[src/hw/rtl/nqhc_pkg.sv]
`timescale 1ns / 1ps

package nqhc_pkg;

   // default board capacity
   localparam int MAX_N_DEF = 32;

   // field widths of the channels and the csr
   localparam int KIND_W = 1;
   localparam int COL_W  = 5;
   localparam int ROW_W  = 5;
   localparam int CONF_W = 9;
   localparam int SIZE_W = 6;

   // packed stream widths, padded to whole bytes
   localparam int REQ_DATA_W = 16;
   localparam int RSP_DATA_W = 16;

   // bit positions inside rsp_tdata
   localparam int RSP_IMP_BIT = CONF_W;

   // board size after reset
   localparam logic [SIZE_W-1:0] SIZE_RST = 6'd8;

   // score ceiling
   localparam int SCORE_MAX = 511;

endpackage

[src/hw/rtl/n_queens_hill_climb.sv]
`timescale 1ns / 1ps

// channel   dir  handshake              payload
// req       in   req_tvalid/req_tready  tuser: kind; tdata: column[4:0], row[9:5]
// rsp       out  rsp_tvalid/rsp_tready  tdata: conflicts[8:0], improved[9]
// csr       in   csr_wen                csr_wdata: size in use[5:0]
//
// one transaction is worked at a time; the queen rows live in a memory with one
// write and one registered read port; every attack check reads one column per
// cycle from it. load: the write, then a full rescore, then the response.
// climb: a full rescore, then per column a base scan and one scan per trial row.
// synchronous active-high reset clears control and sets the board size to 8;
// the queen memory is not cleared. a new request is taken while the last
// response still waits; the block then holds its next response until rsp drains.
module n_queens_hill_climb #(
   parameter int MAX_N = nqhc_pkg::MAX_N_DEF
) (
   input  logic                             clock,
   input  logic                             reset,
   // request: tuser = kind
   input  logic                             req_tvalid,
   output logic                             req_tready,
   input  logic [nqhc_pkg::KIND_W-1:0]      req_tuser,
   // request: tdata = column[4:0], row[9:5], zero pad
   input  logic [nqhc_pkg::REQ_DATA_W-1:0]  req_tdata,
   // response: tdata = conflicts[8:0], improved[9], zero pad
   output logic                             rsp_tvalid,
   input  logic                             rsp_tready,
   output logic [nqhc_pkg::RSP_DATA_W-1:0]  rsp_tdata,
   // board size register
   input  logic                             csr_wen,
   input  logic [nqhc_pkg::SIZE_W-1:0]      csr_wdata
);
   import nqhc_pkg::*;

   localparam int CW = (MAX_N > 1) ? $clog2(MAX_N) : 1;
   localparam int NW = $clog2(MAX_N + 1);
   localparam int RW = (CW > ROW_W) ? CW : ROW_W;
   localparam int SW = $clog2(MAX_N * (MAX_N - 1) / 2 + 1);

   // sequencer states
   localparam logic [3:0] ST_IDLE      = 4'd0;
   localparam logic [3:0] ST_FULL_NEXT = 4'd1;
   localparam logic [3:0] ST_FI_RD     = 4'd2;
   localparam logic [3:0] ST_FI_WT     = 4'd3;
   localparam logic [3:0] ST_SCAN      = 4'd4;
   localparam logic [3:0] ST_EVAL      = 4'd5;
   localparam logic [3:0] ST_C_RD      = 4'd6;
   localparam logic [3:0] ST_C_WT      = 4'd7;
   localparam logic [3:0] ST_K_START   = 4'd8;
   localparam logic [3:0] ST_FIN       = 4'd9;

   // what a finished scan feeds
   localparam logic [1:0] PH_FULL  = 2'd0;
   localparam logic [1:0] PH_BASE  = 2'd1;
   localparam logic [1:0] PH_TRIAL = 2'd2;

   localparam logic KIND_LOAD = 1'b0;

   logic [3:0]        state_ff, state_in;
   logic [1:0]        phase_ff, phase_in;
   logic              climb_ff, climb_in;
   logic [NW-1:0]     i_ff, i_in;
   logic [NW-1:0]     c_ff, c_in;
   logic [NW-1:0]     k_ff, k_in;
   logic [NW-1:0]     j_ff, j_in;
   logic [NW-1:0]     pj_ff, pj_in;
   logic              pend_ff, pend_in;
   logic [NW-1:0]     p_ff, p_in;
   logic [RW-1:0]     piv_ff, piv_in;
   logic [RW-1:0]     kept_ff, kept_in;
   logic [SW-1:0]     cnt_ff, cnt_in;
   logic [SW-1:0]     base_ff, base_in;
   logic [SW-1:0]     total_ff, total_in;
   logic [CONF_W-1:0] start_sat_ff, start_sat_in;
   logic              rsp_valid_ff, rsp_valid_in;
   logic [CONF_W-1:0] rsp_conf_ff, rsp_conf_in;
   logic              rsp_imp_ff, rsp_imp_in;
   logic [SIZE_W-1:0] size_csr_ff;

   // queen row memory
   logic [RW-1:0]     queen_rows_ff [MAX_N];
   logic [RW-1:0]     rd_data_ff;
   logic [CW-1:0]     rd_addr;
   logic              mem_we;
   logic [CW-1:0]     mem_wa;
   logic [RW-1:0]     mem_wd;

   logic [NW-1:0]     n_use;
   logic [NW-1:0]     col_gap;
   logic              issue;
   logic [SW-1:0]     s_trial;
   logic [COL_W-1:0]  req_col;
   logic [ROW_W-1:0]  req_row;

   function automatic logic attack(input logic [RW-1:0] ra, input logic [RW-1:0] rb,
                                   input logic [NW-1:0] dd);
      logic [RW-1:0] d;
      d = (ra > rb) ? ra - rb : rb - ra;
      return (d == '0) || (int'(d) == int'(dd));
   endfunction

   function automatic logic [CONF_W-1:0] sat(input logic [SW-1:0] x);
      if (int'(x) > SCORE_MAX) begin
         return CONF_W'(SCORE_MAX);
      end
      return CONF_W'(x);
   endfunction

   // request fields
   assign req_col = req_tdata[COL_W-1:0];
   assign req_row = req_tdata[COL_W+ROW_W-1:COL_W];

   // columns and rows in use
   always_comb begin
      if (int'(size_csr_ff) > MAX_N) begin
         n_use = NW'(MAX_N);
      end else begin
         n_use = NW'(size_csr_ff);
      end
   end

   // column distance of the compare in flight
   assign col_gap = (p_ff > pj_ff) ? p_ff - pj_ff : pj_ff - p_ff;
   assign issue   = j_ff < n_use;
   assign s_trial = total_ff - base_ff + cnt_ff;

   assign req_tready = (state_ff == ST_IDLE);
   assign rsp_tvalid = rsp_valid_ff;
   assign rsp_tdata  = {{(RSP_DATA_W - CONF_W - 1){1'b0}}, rsp_imp_ff, rsp_conf_ff};

   // sequencer
   always_comb begin
      state_in     = state_ff;
      phase_in     = phase_ff;
      climb_in     = climb_ff;
      i_in         = i_ff;
      c_in         = c_ff;
      k_in         = k_ff;
      j_in         = j_ff;
      pj_in        = pj_ff;
      pend_in      = pend_ff;
      p_in         = p_ff;
      piv_in       = piv_ff;
      kept_in      = kept_ff;
      cnt_in       = cnt_ff;
      base_in      = base_ff;
      total_in     = total_ff;
      start_sat_in = start_sat_ff;
      rsp_valid_in = rsp_valid_ff && !rsp_tready;
      rsp_conf_in  = rsp_conf_ff;
      rsp_imp_in   = rsp_imp_ff;
      rd_addr      = j_ff[CW-1:0];
      mem_we       = 1'b0;
      mem_wa       = CW'(req_col);
      mem_wd       = RW'(req_row);

      case (state_ff)
         ST_IDLE: begin
            if (req_tvalid) begin
               climb_in = (req_tuser[0] != KIND_LOAD);
               mem_we   = (req_tuser[0] == KIND_LOAD) && (int'(req_col) < MAX_N);
               i_in     = '0;
               cnt_in   = '0;
               phase_in = PH_FULL;
               state_in = ST_FULL_NEXT;
            end
         end
         // full rescore: one pivot column after another
         ST_FULL_NEXT: begin
            if ((i_ff + NW'(1)) < n_use) begin
               state_in = ST_FI_RD;
            end else begin
               total_in     = cnt_ff;
               start_sat_in = sat(cnt_ff);
               c_in         = '0;
               state_in     = climb_ff ? ST_C_RD : ST_FIN;
            end
         end
         ST_FI_RD: begin
            rd_addr  = i_ff[CW-1:0];
            state_in = ST_FI_WT;
         end
         ST_FI_WT: begin
            piv_in   = rd_data_ff;
            p_in     = i_ff;
            j_in     = i_ff + NW'(1);
            pend_in  = 1'b0;
            state_in = ST_SCAN;
         end
         // stream the other columns through the attack check
         ST_SCAN: begin
            if (issue) begin
               j_in = j_ff + NW'(1);
            end
            pend_in = issue;
            pj_in   = j_ff;
            if (pend_ff && (pj_ff != p_ff) && attack(piv_ff, rd_data_ff, col_gap)) begin
               cnt_in = cnt_ff + SW'(1);
            end
            if (!issue && !pend_ff) begin
               state_in = ST_EVAL;
            end
         end
         ST_EVAL: begin
            case (phase_ff)
               PH_FULL: begin
                  i_in     = i_ff + NW'(1);
                  state_in = ST_FULL_NEXT;
               end
               PH_BASE: begin
                  base_in  = cnt_ff;
                  k_in     = '0;
                  state_in = ST_K_START;
               end
               PH_TRIAL: begin
                  // keep only a strict drop of the saturated score
                  if ((cnt_ff < base_ff) && (int'(s_trial) < SCORE_MAX)) begin
                     total_in = s_trial;
                     base_in  = cnt_ff;
                     kept_in  = piv_ff;
                  end
                  k_in     = k_ff + NW'(1);
                  state_in = ST_K_START;
               end
               default: begin
                  state_in = ST_IDLE;
               end
            endcase
         end
         // climb: one column at a time
         ST_C_RD: begin
            rd_addr = c_ff[CW-1:0];
            if (c_ff >= n_use) begin
               state_in = ST_FIN;
            end else begin
               state_in = ST_C_WT;
            end
         end
         ST_C_WT: begin
            kept_in  = rd_data_ff;
            piv_in   = rd_data_ff;
            p_in     = c_ff;
            j_in     = '0;
            cnt_in   = '0;
            pend_in  = 1'b0;
            phase_in = PH_BASE;
            state_in = ST_SCAN;
         end
         ST_K_START: begin
            if (k_ff >= n_use) begin
               mem_we   = 1'b1;
               mem_wa   = c_ff[CW-1:0];
               mem_wd   = kept_ff;
               c_in     = c_ff + NW'(1);
               state_in = ST_C_RD;
            end else begin
               piv_in   = RW'(k_ff);
               p_in     = c_ff;
               j_in     = '0;
               cnt_in   = '0;
               pend_in  = 1'b0;
               phase_in = PH_TRIAL;
               state_in = ST_SCAN;
            end
         end
         // hand the result to the output register once it is free
         ST_FIN: begin
            if (!rsp_valid_ff || rsp_tready) begin
               rsp_valid_in = 1'b1;
               rsp_conf_in  = sat(total_ff);
               rsp_imp_in   = sat(total_ff) < start_sat_ff;
               state_in     = ST_IDLE;
            end
         end
         default: begin
            state_in = ST_IDLE;
         end
      endcase
   end

   // control registers
   always_ff @(posedge clock) begin
      if (reset) begin
         state_ff     <= ST_IDLE;
         pend_ff      <= 1'b0;
         rsp_valid_ff <= 1'b0;
         size_csr_ff  <= SIZE_RST;
      end else begin
         state_ff     <= state_in;
         pend_ff      <= pend_in;
         rsp_valid_ff <= rsp_valid_in;
         if (csr_wen) begin
            size_csr_ff <= csr_wdata;
         end
      end
   end

   // datapath registers
   always_ff @(posedge clock) begin
      phase_ff     <= phase_in;
      climb_ff     <= climb_in;
      i_ff         <= i_in;
      c_ff         <= c_in;
      k_ff         <= k_in;
      j_ff         <= j_in;
      pj_ff        <= pj_in;
      p_ff         <= p_in;
      piv_ff       <= piv_in;
      kept_ff      <= kept_in;
      cnt_ff       <= cnt_in;
      base_ff      <= base_in;
      total_ff     <= total_in;
      start_sat_ff <= start_sat_in;
      rsp_conf_ff  <= rsp_conf_in;
      rsp_imp_ff   <= rsp_imp_in;
   end

   // queen row memory, one write and one registered read
   always_ff @(posedge clock) begin
      if (mem_we) begin
         queen_rows_ff[mem_wa] <= mem_wd;
      end
      rd_data_ff <= queen_rows_ff[rd_addr];
   end

endmodule

[config.mk]
export PLATFORM = sky130hd
export DESIGN_NAME = n_queens_hill_climb
export DESIGN_NICKNAME = d
export VERILOG_FILES = /design/src/hw/rtl/nqhc_pkg.sv /design/src/hw/rtl/n_queens_hill_climb.sv
export SDC_FILE = /design/constraint.sdc
export NUM_CORES = 1
export LEC_CHECK = 0
export ABC_CLOCK_PERIOD_IN_PS = 4600
export BUFFER_PORTS_ARGS = -buffer_cell sky130_fd_sc_hd__clkbuf_2
export CAP_MARGIN = 20
export CORE_MARGIN = 2
export CORE_UTILIZATION = 60
export DETAILED_ROUTE_END_ITERATION = 10
export PLACE_DENSITY = 0.74
export SKIP_CTS_REPAIR_TIMING = 1
export SYNTH_ARGS = -nofsm -noshare
export SYNTH_HDL_FRONTEND = slang
export SYNTH_SLANG_ARGS = --single-unit
[constraint.sdc]
create_clock -name clock -period 4.6 [get_ports clock]
set_input_delay 0.46 -clock clock [delete_from_list [all_inputs] [get_ports clock]]
set_output_delay 0.46 -clock clock [all_outputs]
set_load 0.02 [all_outputs]
==> results.md, run 1 <==
- Status: finished, final reports clean
- DIE AREA: 24,300 µm²
- Post-Synth XOR/XNOR Area: 2.60%
- Met3 routed WL: 1470 µm
- #FFs+latches synth: 272
- Clock-pin slew on the worst setup and hold paths: 0.06 ns
- DRT iter0 DRCs: 571
- Minimum clock period: 3.73 ns
- Post-synthesis mux area share: 11.7%
- Gpl congestion: 0.877
- Via count: 8,170
- Die height: 156 µm
- ANT nets after route: 0
- Drt first pass iters: 5
- Row count: 55
- Largest net degree at the start of global routing: 33
- Count of final hold-check violations: 0
- Met1 WL: 12,500 µm
- Critical path launch point type: flop
- Number of diodes: 0
- DP HPWL: 20,000 µm
- Post-Synth Adder-Cell Area: 8.52%
- Setup violations, final: 0
- Chip width: 156 µm
- Count leader, synth: edfxtp_1
- Number of synthesized flops with an enable pin: 255
- Clock skew: 0.0186 ns
- Synth Cell Area: 13,800 µm²
- Worst R2R End: base_ff[1]$_DFFE_PP_
- Setup TNS: 0 ns
- Synthesized area per cell: 13.5 µm²
- Area contributors post-synth: edfxtp_1, ha_1, mux4_2
- Worst Path Max Fanout: 9
- Max Root-Sink Buffers: 3
- Ratio of cells with drive above 1 in the final layout: 14.4%
- Period utilisation layout: 81.2%
- R2R Setup Slk: 0.87 ns
- Switching Fraction: 35.1%
- CP Launch Point: cnt_ff[1]$_SDFFCE_PN0P_
- Post-Route WL: 28,600 µm
- Hold WC Path Type: input port to flop
- Max Cap Viol: 0
- Critical Path End: base_ff[1]$_DFFE_PP_
- Top cells by count, synth: edfxtp_1, inv_1, nand2_1
- PortBufs: 33
- Max-slew headroom: 27.0%
- Comb pwr share: 39.0%
- First-pass GRT wire length: 45,100 µm
- Main flop type after synthesis: edfxtp_1
- Sink Count: 272
- CTS tree: yes
- Ys async rst share: 0%
- Nets: 1,187
- All-Layer GR Usage: 24.2%
- RSZ-0062 raised after global routing: false
- Compound-cell area share of the yosys netlist: 6.23%
- Worst Setup Path Type: flop to flop
- Initial antenna violation count: 0
- Max Used Layer: met4
- Crit. End Element: flop
- Pwr Density: 621 nW/µm²
- Post-synthesis simple-gate area fraction: 8.72%
- Achievable Freq: 268 MHz
- Post-synthesis cell count: 1,027
- Worst flop-to-flop path startpoint: cnt_ff[1]$_SDFFCE_PN0P_
- Worst r2r path cells: 13
- Leakage: 5.77 nW
- Vias in the first global route: 8,187
- H-tree depth: 1
- Top Ports: 46
- Yosys warns: 0
- Slew @ Worst Pin: 1.09 ns
- Initial Utilization: 61.1%
- Max rail drop VDD: 406 µV
- WP data arrival: 3.99 ns
- Core area: 22,600 µm²
- CTS buffer count: 28
- Clock latency on the worst-skew pair: 0.56 ns
- Sequential area share after synthesis: 57.8%
- CP Data Required Time: 4.86 ns
- Grt ovf: 0
- Hold WS: 0.114 ns
- Yosys top cell area share: 55.4%
- Clk pwr share: 24.7%
- Clk root buf: clkbuf_16
- Number of library cell types mapped by synthesis: 63
- Sequential power share: 36.3%
- Area growth syn-to-layout: 10.1%
- Combinational family with the most area after synthesis: multiplexers
- Via count normalized by instance count: 5.92
- Met2 Wirelength: 14,100 µm
- Internal Power: 6.13 mW
- Wire per inst: 20.7 µm
- Drt drc: 0
- Switching power: 3.31 mW
- Synth area leader: edfxtp_1
- Slew Limit Fails: 0
sequential cells by signal, indices dropped and copies added (netlist names), 2 cells and up:
name	flops
cnt_ff	9
i_ff	6
p_ff	6
rd_data_ff	5
phase_ff	2
j_ff	6
start_sat_ff	9
kept_ff	5
rsp_conf_ff	9
total_ff	9
pj_ff	6
k_ff	6
piv_ff	5
c_ff	6
state_ff	4
base_ff	9
size_csr_ff	6
queen_rows_ff	160
power groups by stage:
stage	Clock, mW	Sequential [mW]	Combinational (mW)
6_report	2.33	3.43	3.68
5_1_grt	2.45	3.47	4.07
4_1_cts	2.37	3.43	3.68
3_5_place_dp	0	3.48	3.65
3_3_place_gp	0	3.47	3.53
2_1_floorplan	0	3.34	2.90
per-stage QoR:
step | cell area (µm²) | util [%] | worst slack, ns | total power [mW] | cells
after global routing | 15200 | 67.2 | 0.626 | 9.99 | 1379
after detailed placement | 14200 | 62.9 | 0.919 | 7.12 | 1326
after global placement | 14200 | 62.9 | 0.982 | 7.00 | 1326
final | 15200 | 67.2 | 0.866 | 9.45 | 1379
after CTS | 15200 | 67.2 | 0.886 | 9.47 | 1378
after floorplan | 13800 | - | 0.894 | 6.23 | 1032
metal layers:
metal | vias up | track usage, %
met5 | - | 0
met4 | 0 | 5.42
met3 | 38 | 3.25
met2 | 223 | 41.4
met1 | 4063 | 33.5
li1 | 3846 | -
cell type report:
type	instances	area, µm²
flip-flops and latches	272	8000
clock buffers	34	733
repair buffers	51	300
inverters	88	335
clock inverters	18	230
well taps	285	357
multi-input cells	631	5270
fillers	1570	7420
critical path, stage by stage, from the launching register on:
cell and delay (ns):
edfxtp_1 0.49, inv_1 0.10, fa_1 0.60, inv_1 0.06
ha_1 0.29, a21o_1 0.19, a21oi_1 0.22, nor2b_1 0.11
o31a_1 0.28, o31ai_1 0.25, xor2_1 0.24, o311ai_0 0.17
a21oi_1 0.22, buf_4 0.23
worst min-delay path by stage:
stage,start,endpoint,slack (ns),cells past startpoint
final,req_tuser,climb_ff$_DFFE_PP_,0.11,1
after global routing,req_tuser,climb_ff$_DFFE_PP_,0.12,1
after CTS,req_tuser,climb_ff$_DFFE_PP_,0.1,1
after detailed placement,total_ff[3]$_DFFE_PP_,rsp_conf_ff[3]$_DFFE_PP_,0.48,0
after global placement,total_ff[4]$_DFFE_PP_,rsp_conf_ff[4]$_DFFE_PP_,0.47,0
after floorplan,total_ff[0]$_DFFE_PP_,rsp_conf_ff[0]$_DFFE_PP_,0.44,0
cells in the final DEF (no fill, tap or decap), types with 4 or more instances in the layout:
cell type    n
nor3_1      12
clkbuf_2    33
and2_1       9
a21oi_1     30
dfxtp_1     17
ha_1        75
edfxtp_1   255
clkinv_1     6
nand2b_1    14
buf_4       17
fa_1        12
xnor2_1     23
nand2_1     79
o21ai_0     40
and3_1       8
conb_1       6
xor2_1      18
clkbuf_16   28
o211ai_1     5
mux2_2      13
o21a_1       4
clkbuf_1     5
mux4_1       6
a21o_1      17
bufinv_16    4
nor2b_1     14
or3_1        5
nand4_1      4
nor2_1      73
clkinv_4     5
or2_2        5
inv_1       87
mux2i_1     53
nand3_1     16
mux4_2      34
cells by family (layout without fill, tap and decap cells):
group,after synthesis,in the layout
flip-flops,272,272
AO/OA/AOI/OAI,135,135
adder cells (fa/ha/maj),87,87
XOR/XNOR,41,41
buffers and inverters,129,191
AND/OR/NAND/NOR,255,255
other,1,6
multiplexers,107,107
Power figures use the tool's default switching activity.
==> run 2, diff against run 1 <==
--- a/config.mk
+++ b/config.mk
@@ -5,11 +5,11 @@
 export SDC_FILE = /design/constraint.sdc
 export NUM_CORES = 1
 export LEC_CHECK = 0
-export ABC_CLOCK_PERIOD_IN_PS = 4600
+export ABC_CLOCK_PERIOD_IN_PS = 3400
 export BUFFER_PORTS_ARGS = -buffer_cell sky130_fd_sc_hd__clkbuf_2
 export CAP_MARGIN = 20
 export CORE_MARGIN = 2
-export CORE_UTILIZATION = 60
+export CORE_UTILIZATION = 57
 export DETAILED_ROUTE_END_ITERATION = 10
 export PLACE_DENSITY = 0.74
 export SKIP_CTS_REPAIR_TIMING = 1
==> constraint.sdc (replaced) <==
create_clock -name clock -period 3.4 [get_ports clock]
set_input_delay 0.34 -clock clock [delete_from_list [all_inputs] [get_ports clock]]
set_output_delay 0.34 -clock clock [all_outputs]
set_load 0.02 [all_outputs]
==> run 2 against run 1 <==
- the flow now finishes with violations (negative setup slack)
- critical path type unchanged
- largest cell class unchanged
- sequential cell count unchanged
- first-iteration DRC count increased by 9.8%
- wire length increased by 2.0%
- power increased by 42%
==> results.md, run 2 (synthesis gave the netlist of run 1 again) <==
- Fin util: 66.4%
- Setup TNS: -1.16 ns
- Number of diodes: 0
- Fill cell count: 1,678
- All-Layer GR Usage: 23.0%
- Final non-filler cell total: 1,480
- Nets: 1,250
- Setup violations, final: 22
- Wire per inst: 19.7 µm
- Via count normalized by instance count: 5.63
- Status: complete, but fails checks
- PnR worst setup slack: -0.0811 ns
- PortBufs: 33
- Achievable Freq: 287 MHz
- Max reg flops: 160
- Gpl congestion: 0.869
- Total Power: 13.4 mW
- Post-placement cell count: 1,420
- Internal Power: 8.72 mW
- Max rail drop VDD: 584 µV
- Failing checks: negative setup slack
- CTS tree: yes
- Hold WS: 0.00552 ns
- Count of final hold-check violations: 0
- Clk pwr share: 23.2%
- Chip width: 160 µm
- Clk root buf: clkbuf_16
- Initial antenna violation count: 0
- H-tree depth: 1
- Initial Utilization: 57.5%
- Drt first pass iters: 5
- Multi-input gate area: 5430 µm²
- Period utilisation layout: 102%
- Crit. End Element: flop
- Drt drc: 0
- Clock skew: 0.0155 ns
- Worst Path Max Fanout: 8
- Ratio of cells with drive above 1 in the final layout: 22.1%
- Slew Limit Fails: 0
- Core area: 24,000 µm²
- Post-Route WL: 29,200 µm
- Die height: 160 µm
- DRT iter0 DRCs: 627
- Sink Count: 272
- Final instance area: 16,000 µm²
- Clock latency on the worst-skew pair: 0.55 ns
- RSZ-0062 raised after global routing: true
- Most common cell after layout, fill and taps aside: edfxtp_1
- Slew @ Worst Pin: 0.882 ns
- Max Root-Sink Buffers: 3
- Place WS: -0.230 ns
- CTS buffer count: 29
- First-pass GRT wire length: 46,000 µm
- Clock-pin slew on the worst setup and hold paths: 0.06 ns
- Via count: 8,330
- Critical path launch point type: flop
- Comb pwr share: 42.9%
- Max-slew headroom: 40.9%
- Switching Fraction: 35.1%
- Storage element area: 8000 µm²
- DP HPWL: 20,500 µm
- Top Ports: 46
- WP data arrival: 3.75 ns
- Sequential power share: 33.9%
- ANT nets after route: 0
- Leakage: 6.13 nW
- Hold WC Path Type: input port to flop
- Minimum clock period: 3.48 ns
- Area growth syn-to-layout: 15.3%
- Largest Register: queen_rows_ff
- Pwr Density: 842 nW/µm²
- Area after DPL: 14,800 µm²
- Max Cap Viol: 0
- Worst Setup Path Type: flop to flop
- Largest net degree at the start of global routing: 36
- CP Data Required Time: 3.67 ns
- Vias in the first global route: 8,370
- Row count: 57
- DIE AREA: 25,500 µm²
- Most frequent cells in the layout: edfxtp_1, inv_1, nand2_1, ha_1, buf_4
- Switching power: 4.71 mW
- Grt ovf: 0
## run 2: cell count changes in the layout (fill, tap and decap cells not counted), moves of 3 or more
cell      delta
a21oi_1      -3
nor2_1      -13
nor2_2      +11
clkinv_2     +7
buf_4       +56
a21oi_2      +3
buf_12       +5
## run 2: layout make-up
class	instances	share of cell area, %
Clock inverter	19	1.28
Timing Repair Buffer	113	5.24
Tap cell	324	2.54
Inverter	88	2.10
Sequential cell	272	50.1
Multi-Input combinational cell	631	34.1
Clock buffer	33	4.64
## run 2: final timing paths
path                                             from                  endpoint  slack [ns]  depth (start not counted)
worst max-delay path             base_ff[1]$_DFFE_PP_     total_ff[5]$_DFFE_PP_       -0.08                         14
worst min-delay path                        req_tuser        climb_ff$_DFFE_PP_       0.006                          1
worst max register to register   base_ff[1]$_DFFE_PP_     total_ff[5]$_DFFE_PP_       -0.08                         14
worst min register to register  total_ff[0]$_DFFE_PP_  rsp_conf_ff[0]$_DFFE_PP_        0.48                          0
## run 2: power groups by stage
stage,registers (mW),logic (mW),clock network (mW)
2_1_floorplan,4.52,3.94,0
3_3_place_gp,4.59,5.24,0
3_5_place_dp,4.61,5.35,0
4_1_cts,4.55,5.40,3.17
5_1_grt,4.59,6.30,3.30
6_report,4.56,5.76,3.12
## run 2: critical path: stages (launching register included)
cell and delay, ns:
edfxtp_1 0.41, fa_1 0.55, inv_1 0.05, ha_1 0.28, a21o_1 0.19, a21oi_2 0.16, nor2b_1 0.08, o31a_1 0.27
o31ai_2 0.21, xor2_1 0.20, buf_4 0.16, nor4_4 0.05, buf_4 0.15, nor3_4 0.25, buf_12 0.17
## run 2: per-layer routing
layer | part of all wire, % | track usage [%] | vias to the layer above | routed length [µm]
met5 | 0 | 0 | - | 0
met2 | 50 | 39.6 | 231 | 14500
met4 | 1.8 | 5.21 | 0 | 533
met3 | 5.0 | 3.12 | 46 | 1460
met1 | 43 | 31.5 | 4080 | 12700
li1 | - | - | 3973 | -
==> run 3, diff against run 2 <==
--- a/config.mk
+++ b/config.mk
@@ -12,6 +12,7 @@
 export CORE_UTILIZATION = 57
 export DETAILED_ROUTE_END_ITERATION = 10
 export PLACE_DENSITY = 0.74
+export REMOVE_ABC_BUFFERS = 1
 export SKIP_CTS_REPAIR_TIMING = 1
 export SYNTH_ARGS = -nofsm -noshare
 export SYNTH_HDL_FRONTEND = slang
==> run 3 against run 2 <==
- the run still ends with negative setup slack left
- fmax about the same
- register-to-register slack is essentially flat
- utilization decreased by 0.87 points
- largest cell class unchanged
==> results.md, run 3 (synthesis gave the netlist of run 1 again) <==
- Status: complete, but fails checks
- Failing checks: negative setup slack
- Post-placement cell count: 1,397
- Initial Utilization: 57.5%
- Fin util: 65.5%
- Grt ovf: 0
- Most common cell after layout, fill and taps aside: edfxtp_1
- Via count normalized by instance count: 5.73
- Worst Setup Path Type: flop to flop
- CP Launch Point: total_ff[1]$_DFFE_PP_
- Storage element area: 8000 µm²
- Clk root buf: clkbuf_16
- Largest Register: queen_rows_ff
- Worst flop-to-flop path startpoint: total_ff[1]$_DFFE_PP_
- Hold wc startpoint: req_tuser
- Sink Count: 272
- Number of diodes: 0
- Most frequent cells in the layout: edfxtp_1, inv_1, nand2_1, ha_1, nor2_1
- Nets: 1,229
- Minimum clock period: 3.48 ns
- Crit. End Element: flop
- Multi-input gate area: 5390 µm²
- Achievable Freq: 287 MHz
- DP HPWL: 20,600 µm
- CTS buffer count: 29
- All-Layer GR Usage: 23.4%
- WP data arrival: 3.74 ns
- Die height: 160 µm
- Max rail drop VDD: 550 µV
- First-pass GRT wire length: 46,700 µm
- Worst Path Max Fanout: 5
- Fill cell count: 1,715
- Post-Route WL: 29,700 µm
- Clock skew: 0.0127 ns
- Ratio of cells with drive above 1 in the final layout: 19.9%
- Clock latency on the worst-skew pair: 0.55 ns
- H-tree depth: 1
- Vias in the first global route: 8,503
- Period utilisation layout: 102%
- Wire per inst: 20.3 µm
- DIE AREA: 25,500 µm²
- Max Root-Sink Buffers: 3
- Largest net degree at the start of global routing: 41
- Slew Limit Fails: 0
- CTS tree: yes
- Row count: 57
- RSZ-0062 raised after global routing: true
- Max-slew headroom: 41.7%
- Drt first pass iters: 5
- CP Data Required Time: 3.66 ns
- DRT iter0 DRCs: 700
- Leakage: 6.01 nW
- Gpl congestion: 0.922
- Top Ports: 46
- Critical Path End: base_ff[5]$_DFFE_PP_
- PortBufs: 33
- Hold WC Path Type: input port to flop
- Core area: 24,000 µm²
- ANT nets after route: 0
- Max reg flops: 160
- Worst r2r path cells: 14
- Count of final hold-check violations: 0
- Via count: 8,369
- Final non-filler cell total: 1,460
- Initial antenna violation count: 0
- Pwr Density: 854 nW/µm²
- R2R Setup Slk: -0.08 ns
- Drt drc: 0
- Slew @ Worst Pin: 0.870 ns
- Area growth syn-to-layout: 13.8%
- Max Cap Viol: 0
- Chip width: 160 µm
- Setup violations, final: 9
- Clock-pin slew on the worst setup and hold paths: 0.06 ns
- PnR worst setup slack: -0.0783 ns
- Worst R2R End: base_ff[5]$_DFFE_PP_
- Critical path launch point type: flop
## run 3: per-layer routing
metal | up-vias | global-route usage (%) | routed length, µm
li1 | 3936 | - | -
met1 | 4125 | 30.2 | 12000
met2 | 252 | 41.1 | 15200
met3 | 56 | 4.23 | 1830
met4 | 0 | 6.28 | 652
met5 | - | 0 | 0
## run 3: critical path: stages (launching register included)
cell and delay [ns]:
edfxtp_1 0.36, inv_1 0.07, fa_1 0.57, inv_2 0.05, ha_4 0.21, a21o_1 0.16
a21oi_2 0.17, nor2b_2 0.07, o31a_1 0.30, o31ai_2 0.26, xor2_1 0.28, o311ai_1 0.13
a21oi_1 0.27, buf_4 0.16, buf_6 0.12
## run 3: layout make-up
class | count | area share, %
inverters | 88 | 2.13
clock buffers | 39 | 4.98
repair buffers | 92 | 4.16
flip-flops and latches | 272 | 50.8
clock inverters | 14 | 1.12
well taps | 324 | 2.58
multi-input cells | 631 | 34.2
## run 3: worst min path at each step
stage          cells past startpoint                           to
5_1_grt                            1           climb_ff$_DFFE_PP_
2_1_floorplan                      1     state_ff[1]$_SDFFE_PP0P_
6_report                           1           climb_ff$_DFFE_PP_
3_5_place_dp                       0     rsp_conf_ff[0]$_DFFE_PP_
3_3_place_gp                       0     rsp_conf_ff[0]$_DFFE_PP_
4_1_cts                            2  size_csr_ff[3]$_SDFFE_PP1P_
## run 3: power breakdown
part           total, mW  switching, mW  internal (mW)
logic               5.70           3.10           2.60
registers           4.56          0.327           4.23
clock network       3.18           1.26           1.92
## run 3: metrics by stage
step	instance area (µm²)	setup TNS, ns	power [mW]	setup WS [ns]	hold WS (ns)
2_1_floorplan	13600	-7.50	8.33	-0.411	0.409
3_3_place_gp	14600	0	9.76	0.0589	0.475
3_5_place_dp	14600	-0.105	9.86	-0.00782	0.476
4_1_cts	15500	-0.598	13.1	-0.0450	-0.00557
5_1_grt	15700	-2.91	14.2	-0.151	0.00788
6_report	15700	-0.511	13.4	-0.0783	0.0173
